`src/design/mandelbrot_escape_count_core_macros.svh`:
```
// Assertion helpers for the block's top-level RTL.
`ifndef MANDELBROT_ESCAPE_COUNT_CORE_MACROS_SVH
`define MANDELBROT_ESCAPE_COUNT_CORE_MACROS_SVH

// same-cycle implication
`define MEC_ASSERT_IMP(lbl, clk, rstn, ante, cons) \
    lbl: assert property (@(posedge clk) disable iff (!rstn) (ante) |-> (cons)) \
        else $error("mec assertion failed");

// next-cycle implication
`define MEC_ASSERT_NXT(lbl, clk, rstn, ante, cons) \
    lbl: assert property (@(posedge clk) disable iff (!rstn) (ante) |=> (cons)) \
        else $error("mec assertion failed");

`endif

```
`src/design/mec_pkg.sv`:
```
package mec_pkg;

    localparam int DATA_W     = 32;
    localparam int FRAC_BITS  = 28;
    localparam int LIM_W      = 34;
    localparam int COUNT_BITS = 16;
    localparam int ITER_W     = 16;
    localparam int OUT_W      = 16;
    localparam int PROD_W     = 2 * DATA_W;
    localparam int CFG_IDX_W  = 1;

    localparam logic [LIM_W-1:0]  LIM_MAX     = {LIM_W{1'b1}};
    localparam logic [LIM_W-1:0]  LIMIT_RESET = 34'd2415919104;
    localparam logic [ITER_W-1:0] ITER_RESET  = 16'd500;

    localparam logic [CFG_IDX_W-1:0] CFG_IDX_LIMIT = 1'd0;
    localparam logic [CFG_IDX_W-1:0] CFG_IDX_MAXIT = 1'd1;

    typedef struct packed {
        logic load;
        logic mul;
        logic step;
        logic emit;
    } t_cmd;

    typedef struct packed {
        logic                  stop;
        logic [COUNT_BITS-1:0] count;
    } t_status;

endpackage

```
`src/design/mec_ctrl.sv`:
```
module mec_ctrl (
    input  logic            i_clk,
    input  logic            i_rst_n,
    input  logic            i_in_valid,
    input  logic            i_out_free,
    input  mec_pkg::t_status i_status,
    output mec_pkg::t_cmd   o_cmd,
    output logic            o_in_ready
);
    import mec_pkg::*;

    typedef enum logic [1:0] {
        S_IDLE,
        S_MUL,
        S_UPD,
        S_EMIT
    } t_state;

    t_state r_state;
    t_state n_state;

    always_comb begin
        n_state = r_state;
        case (r_state)
            S_IDLE: if (i_in_valid) n_state = S_MUL;
            S_MUL:  n_state = S_UPD;
            S_UPD:  n_state = i_status.stop ? S_EMIT : S_MUL;
            S_EMIT: if (i_out_free) n_state = S_IDLE;
            default: n_state = S_IDLE;
        endcase
    end

    always_ff @(posedge i_clk) begin
        if (!i_rst_n) begin
            r_state <= S_IDLE;
        end else begin
            r_state <= n_state;
        end
    end

    assign o_in_ready  = (r_state == S_IDLE);
    assign o_cmd.load  = (r_state == S_IDLE) && i_in_valid;
    assign o_cmd.mul   = (r_state == S_MUL);
    assign o_cmd.step  = (r_state == S_UPD) && !i_status.stop;
    assign o_cmd.emit  = (r_state == S_EMIT) && i_out_free;

endmodule

```
`config.mk`:
```
export PLATFORM = sky130hd
export DESIGN_NAME = mec_ctrl
export DESIGN_NICKNAME = d
export VERILOG_FILES = /design/src/design/mandelbrot_escape_count_core_macros.svh /design/src/design/mec_pkg.sv /design/src/design/mec_ctrl.sv
export SDC_FILE = /design/constraint.sdc
export NUM_CORES = 1
export LEC_CHECK = 0
export BUFFER_PORTS_ARGS = -buffer_cell sky130_fd_sc_hd__buf_2
export CORE_AREA = 5 5 42 44
export DETAILED_ROUTE_END_ITERATION = 10
export DIE_AREA = 0 0 47 49
export PLACE_DENSITY = 0.35
export SYNTH_ARGS = -nofsm -noshare
export SYNTH_HDL_FRONTEND = slang
export SYNTH_SLANG_ARGS = --single-unit
```
`constraint.sdc`:
```
create_clock -name i_clk -period 1.1 [get_ports i_clk]
set_input_delay 0.22 -clock i_clk [delete_from_list [all_inputs] [get_ports i_clk]]
set_output_delay 0.22 -clock i_clk [all_outputs]
set_load 0.05 [all_outputs]
```
==> results of run 1 <==
-- placed cells by master (no fill, tap or decap) --
cell type | Yosys | final
buf_8 | 0 | 2
and4b_1 | 1 | 1
clkbuf_4 | 0 | 3
nor2_4 | 0 | 1
clkbuf_1 | 0 | 1
nor2b_4 | 0 | 1
nand2_1 | 2 | 2
buf_6 | 0 | 3
and2_4 | 0 | 1
and3_2 | 1 | 1
a31o_1 | 2 | 2
nor3b_4 | 0 | 1
and3b_1 | 1 | 1
buf_4 | 0 | 2
buf_2 | 0 | 4
dfxtp_4 | 0 | 2
-- cell type report --
type	count	share of cell area
Clock buffer	4	0.0886
Tap cell	16	0.0675
Timing Repair Buffer	11	0.333
Sequential cell	2	0.160
Multi-Input combinational cell	11	0.350
-- layer usage --
| metal | track usage | wire length (um) | vias up |
|---|---|---|---|
| li1 | - | - | 80 |
| met1 | 0.0568 | 184 | 68 |
| met2 | 0.0498 | 120 | 13 |
| met3 | 0.0738 | 99 | 0 |
| met4 | 0.0276 | 0 | 0 |
| met5 | 0 | 0 | - |
-- cells by family (layout without fill, tap and decap cells) --
group           count (synthesis)  after routing  synth area share
simple gates                    9              9             0.500
compound gates                  2              2             0.152
flops                           2              2             0.348
buf+inv                         0             15                 0
-- stage by stage --
stage	cell area [sq um]	total power (W)	hold slack, ns	worst slack [ns]	std cells
2_1_floorplan	148	0.000184	0.361	-0.0913	13
4_1_cts	289	0.000437	0.259	-0.115	44
6_report	297	0.000435	0.266	-0.113	44
5_1_grt	297	0.000479	0.268	-0.173	44
3_3_place_gp	220	0.000216	0.485	-0.0665	39
3_5_place_dp	220	0.000219	0.497	-0.0794	39
-- how the worst max path moves through the flow --
stage	startpoint	cells after the start	slack [ns]	end
6_report	r_state[1]	2	-0.11	o_cmd[1]
5_1_grt	r_state[1]	2	-0.17	o_cmd[1]
4_1_cts	r_state[1]	2	-0.11	o_cmd[1]
3_5_place_dp	r_state[0]	2	-0.08	o_cmd[0]
3_3_place_gp	r_state[0]	2	-0.07	o_cmd[0]
2_1_floorplan	r_state[0]	2	-0.09	o_cmd[3]
-- timing repair --
action	4_1_cts	5_1_grt
setup buffers	1	0
pin swaps	0	2
endpoints found under the setup margin	6	5
hold endpoints to repair	0	0
resized for setup	12	2
-- worst max-delay path, delay by kind of cell (launching register included) --
| family | cells | cell delay, ns |
|---|---|---|
| buffers and inverters | 1 | 0.18 |
| AND/OR/NAND/NOR | 1 | 0.20 |
| flip-flops | 1 | 0.39 |
-- where the power goes --
group          internal [W]  switching [W]  total (W)
Combinational     0.0000732      0.0000816   0.000155
Clock              0.000135      0.0000489   0.000184
Sequential        0.0000802      0.0000161  0.0000963
==> run metrics, run 1 <==
outcome finished with violations; failing checks negative setup slack; die height around 49 um; Die Width 47 um; core area about 1400 sq um; Hold Vio Cnt, Final 0; Synth top area share 0.348; Initial DRT Pass Iterations 1; Pleak ~0.14 nW; Starting Density 0.0821; Final nets 50; Setup-failing EPs final 4; Area growth syn-to-layout 158%; final worst-path cycle share 1.10; Post-CTS Hold Fix Bufs 0; layout cell share with drive strength beyond 1 0.750; reg2reg end r_state[1]; # diodes 0; peak fanout along the critical path 6; Residual DRC 0; post-synthesis cell area around 120 sq um; total gr overflow 0; Reg area around 48 sq um; Required @ worst endpoint ~0.88 ns; Worst Tran Pin Value 0.145 ns; Synth warnings 0; CTS max path bufs 2; Final GP Congestion roughly 0.66; clk sink count 2; Total GRT Usage 0.0520; initial drt markers 0; largest net degree at the start of global routing 7; RSZ-0062 raised after global routing yes; Worst-Skew Late Latency between 0.2 and 0.25 ns; setup_tns -0.335 ns; Min-Delay Path Depth 2; biggest regs r_state: 2 flops; #FFs+latches synth 2; reg2reg path depth 3; Fillers 165; Setup Skew ~0.0044 ns; launching point of the worst reg2reg path r_state[1]; startpoint types flip-flop; CTS Root Cell clkbuf_4; syn_nets 34; worst hold path class in2reg; Final ANT Viol Nets 0; final wirelength a little over 400 um; VDD IR-drop max about 0.7 mV; r2r setup slk about 0.12 ns; Via density around 3.7; number of enable flip-flop cells after synthesis 0; H-tree depth 1; max cap viols 0; most frequently used flop master after synthesis dfxtp_1; CP Capture Type output port; sequential fraction of the synthesis area 0.348; CTS tree built; f_max ~0.82 GHz; post-synth top area cell dfxtp_1; area of the multi-input gates 104 sq um; Synth area leaders dfxtp_1 (35%), a31o_1 (15%), and4b_1 (8.7%); vias in the first global route ~180; WL per Instance around 9 um; cells after synthesis 13; I/O pin total 26; worst setup margin -0.113 ns; initial antenna violation count 0; number of CTS-inserted buffers 3; Final Critical Period about 1.2 ns; origin of the worst min-delay path i_rst_n; library cells used by synthesis 10; Vias approximately 160; number of buffers inserted by port buffering 9; Die ar. roughly 2300 sq um; FFs w/ async S/R, synth 0; CP max stage delay just under 0.4 ns; CP Data Arrival Time between 0.9 and 1 ns; Pwr Density around 1500 nW/um^2; Post-synth top cells a31o_1 (2), dfxtp_1 (2), nand2_1 (2); final core utilization 0.212; Slew Viols, Final 0; Largest register FFs 2; row cnt 14; dpl hpwl 309 um; clock-pin slew on the worst setup and hold paths about 0.030 ns; Min-Delay Endpoint r_state[1]; Slowest cell on crit path dfxtp_4; syn_area_per_cell approximately 9 sq um; critical path type reg2out; Slew HR 0.904; CP cell instances nor3b_4 -> buf_6; first-pass GRT wire length 765 um; largest register by flop count r_state
Power figures use the tool's default switching activity.
==> inputs of run 2 (changes only) <==
--- a/config.mk
+++ b/config.mk
@@ -7,6 +7,7 @@
 export LEC_CHECK = 0
 export BUFFER_PORTS_ARGS = -buffer_cell sky130_fd_sc_hd__buf_2
 export CORE_AREA = 5 5 42 44
+export CTS_BUF_LIST = sky130_fd_sc_hd__clkbuf_8
 export DETAILED_ROUTE_END_ITERATION = 10
 export DIE_AREA = 0 0 47 49
 export PLACE_DENSITY = 0.35
==> run 2 against run 1 <==
  * The run still ends with negative setup slack left
  * Die area unchanged
  * Clock-buffer cell count fell by 1
  * Global-route usage down 0.14 points
  * Fmax is 1.6% higher
  * Sequential share of layout area shrank 0.95 points
  * Worst setup slack improved by 0.019 ns
  * Critical endpoint unchanged
  * Largest cell class unchanged
  * Highest routed layer unchanged
==> run metrics, run 2 (same netlist as run 1, synthesis figures left out) <==
outcome finished with violations; failing checks negative setup slack; Pwr Density approximately 1700 nW/um^2; H-tree depth 1; peak fanout along the critical path 6; I/O pin total 26; clk sink count 2; Fillers 161; Area growth syn-to-layout 174%; CP Data Arrival Time about 0.97 ns; biggest regs r_state: 2 flops; Largest register FFs 2; CP Capture Type output port; # diodes 0; Die Width ~47 um; final worst-path cycle share 1.09; Die ar. ~2300 sq um; Setup-failing EPs final 4; layout cell share with drive strength beyond 1 0.750; CP cell instances nor3b_4 -> buf_6; Pleak around 0.15 nW; Initial DRT Pass Iterations 1; CTS max path bufs 2; Tot Pwr roughly 0.00055 W; dpl cells 39; total gr overflow 0; initial antenna violation count 0; initial drt markers 0; Slew Viols, Final 0; Hold Vio Cnt, Final 0; Total GRT Usage 0.0506; Residual DRC 0; die height 49 um; first-pass GRT wire length roughly 760 um; Slew HR 0.904; CP max stage delay 0.38 ns; VDD IR-drop max approximately 0.95 mV; max cap viols 0; worst setup margin -0.0939 ns; Worst Tran Pin Value 0.145 ns; critical path type reg2out; number of CTS-inserted buffers 3; Required @ worst endpoint approximately 0.88 ns; Final Critical Period 1.19 ns; leading cell type in the layout, fill and taps excluded buf_2; RSZ-0062 raised after global routing yes; WL per Instance around 9.3 um; area of the multi-input gates ~100 sq um; Final GP Congestion about 0.66; commonest non-fill, non-tap cells in the layout buf_2 (4), clkbuf_8 (3), buf_6 (3); Post-CTS Hold Fix Bufs 0; Final ANT Viol Nets 0; Vias about 160; row cnt 14; Bufs and invs on worst path 1; worst slack, placed -0.0794 ns; worst hold path class in2reg; Starting Density 0.0821; startpoint types flip-flop; number of buffers inserted by port buffering 9; Reg area about 48 sq um; f_max between 0.8 and 0.9 GHz; Final nets 50; CTS tree built; largest net degree at the start of global routing 7; largest register by flop count r_state; vias in the first global route approximately 180; clock-pin slew on the worst setup and hold paths around 0.03 ns; cell family with most CP delay flip-flops; core area about 1400 sq um; Worst-Skew Late Latency between 0.2 and 0.25 ns; Slowest cell on crit path dfxtp_4; Setup Skew between 0.002 and 0.0025 ns; dpl hpwl roughly 310 um; final wirelength between 400 and 500 um; Via density around 3.7; Final Non-Filler Cells 44; CTS Root Cell clkbuf_8
run 2: cell count changes in the layout (fill, tap and decap cells not counted):
cell and change:
clkbuf_1 -1, inv_1 +1, clkbuf_8 +3, clkbuf_4 -3
run 2: final timing paths:
path | startpoint | to | slack [ns] | depth (start not counted)
setup / recovery | r_state[1] | o_cmd[1] | -0.09 | 2
hold reg to reg | r_state[1] | r_state[1] | 0.58 | 2
setup reg to reg | r_state[1] | r_state[1] | 0.12 | 3
hold / removal | i_rst_n | r_state[1] | 0.28 | 2
run 2: what timing repair did:
action,CTS,global route
cloned,0,0
gates resized for setup,12,2
buffers inserted,1,0
endpoints found under the hold margin,0,0
pin swaps,0,2
setup endpoints to repair,6,5
run 2: layer usage:
metal / up-vias / GRT usage / wire length, um
met4: 0 / 0.0138 / 0
met3: 0 / 0.0738 / 96
met2: 13 / 0.0520 / 126
met1: 71 / 0.0568 / 186
li1: 79 / - / -
met5: - / 0 / 0
run 2: layout make-up:
type,instances,area share
Tap cell,16,0.0635
Timing Repair Buffer,11,0.313
Clock buffer,3,0.131
Sequential cell,2,0.151
Multi-Input combinational cell,11,0.329
Clock inverter,1,0.0119
run 2: power breakdown:
part | internal [W] | switching (W) | leakage (nW) | total [W]
sequential | 0.0000803 | 0.0000161 | 0.0178 | 0.0000964
combinational | 0.0000732 | 0.0000815 | 0.103 | 0.000155
clock | 0.000237 | 0.0000629 | 0.0269 | 0.000299
run 2: worst register-to-register path: stages, from the launching register on:
cell     delay, ns
dfxtp_4       0.36
buf_4         0.14
and4b_1       0.19
a31o_1        0.17
run 2: per-stage QoR:
step           TNS [ns]  hold slack, ns  cell area [sq um]   util
2_1_floorplan   -0.0913           0.361                148      -
3_3_place_gp     -0.102           0.485                220  0.157
3_5_place_dp     -0.162           0.497                220  0.157
4_1_cts          -0.291           0.278                308  0.220
5_1_grt          -0.453           0.298                315  0.225
6_report         -0.266           0.283                315  0.225
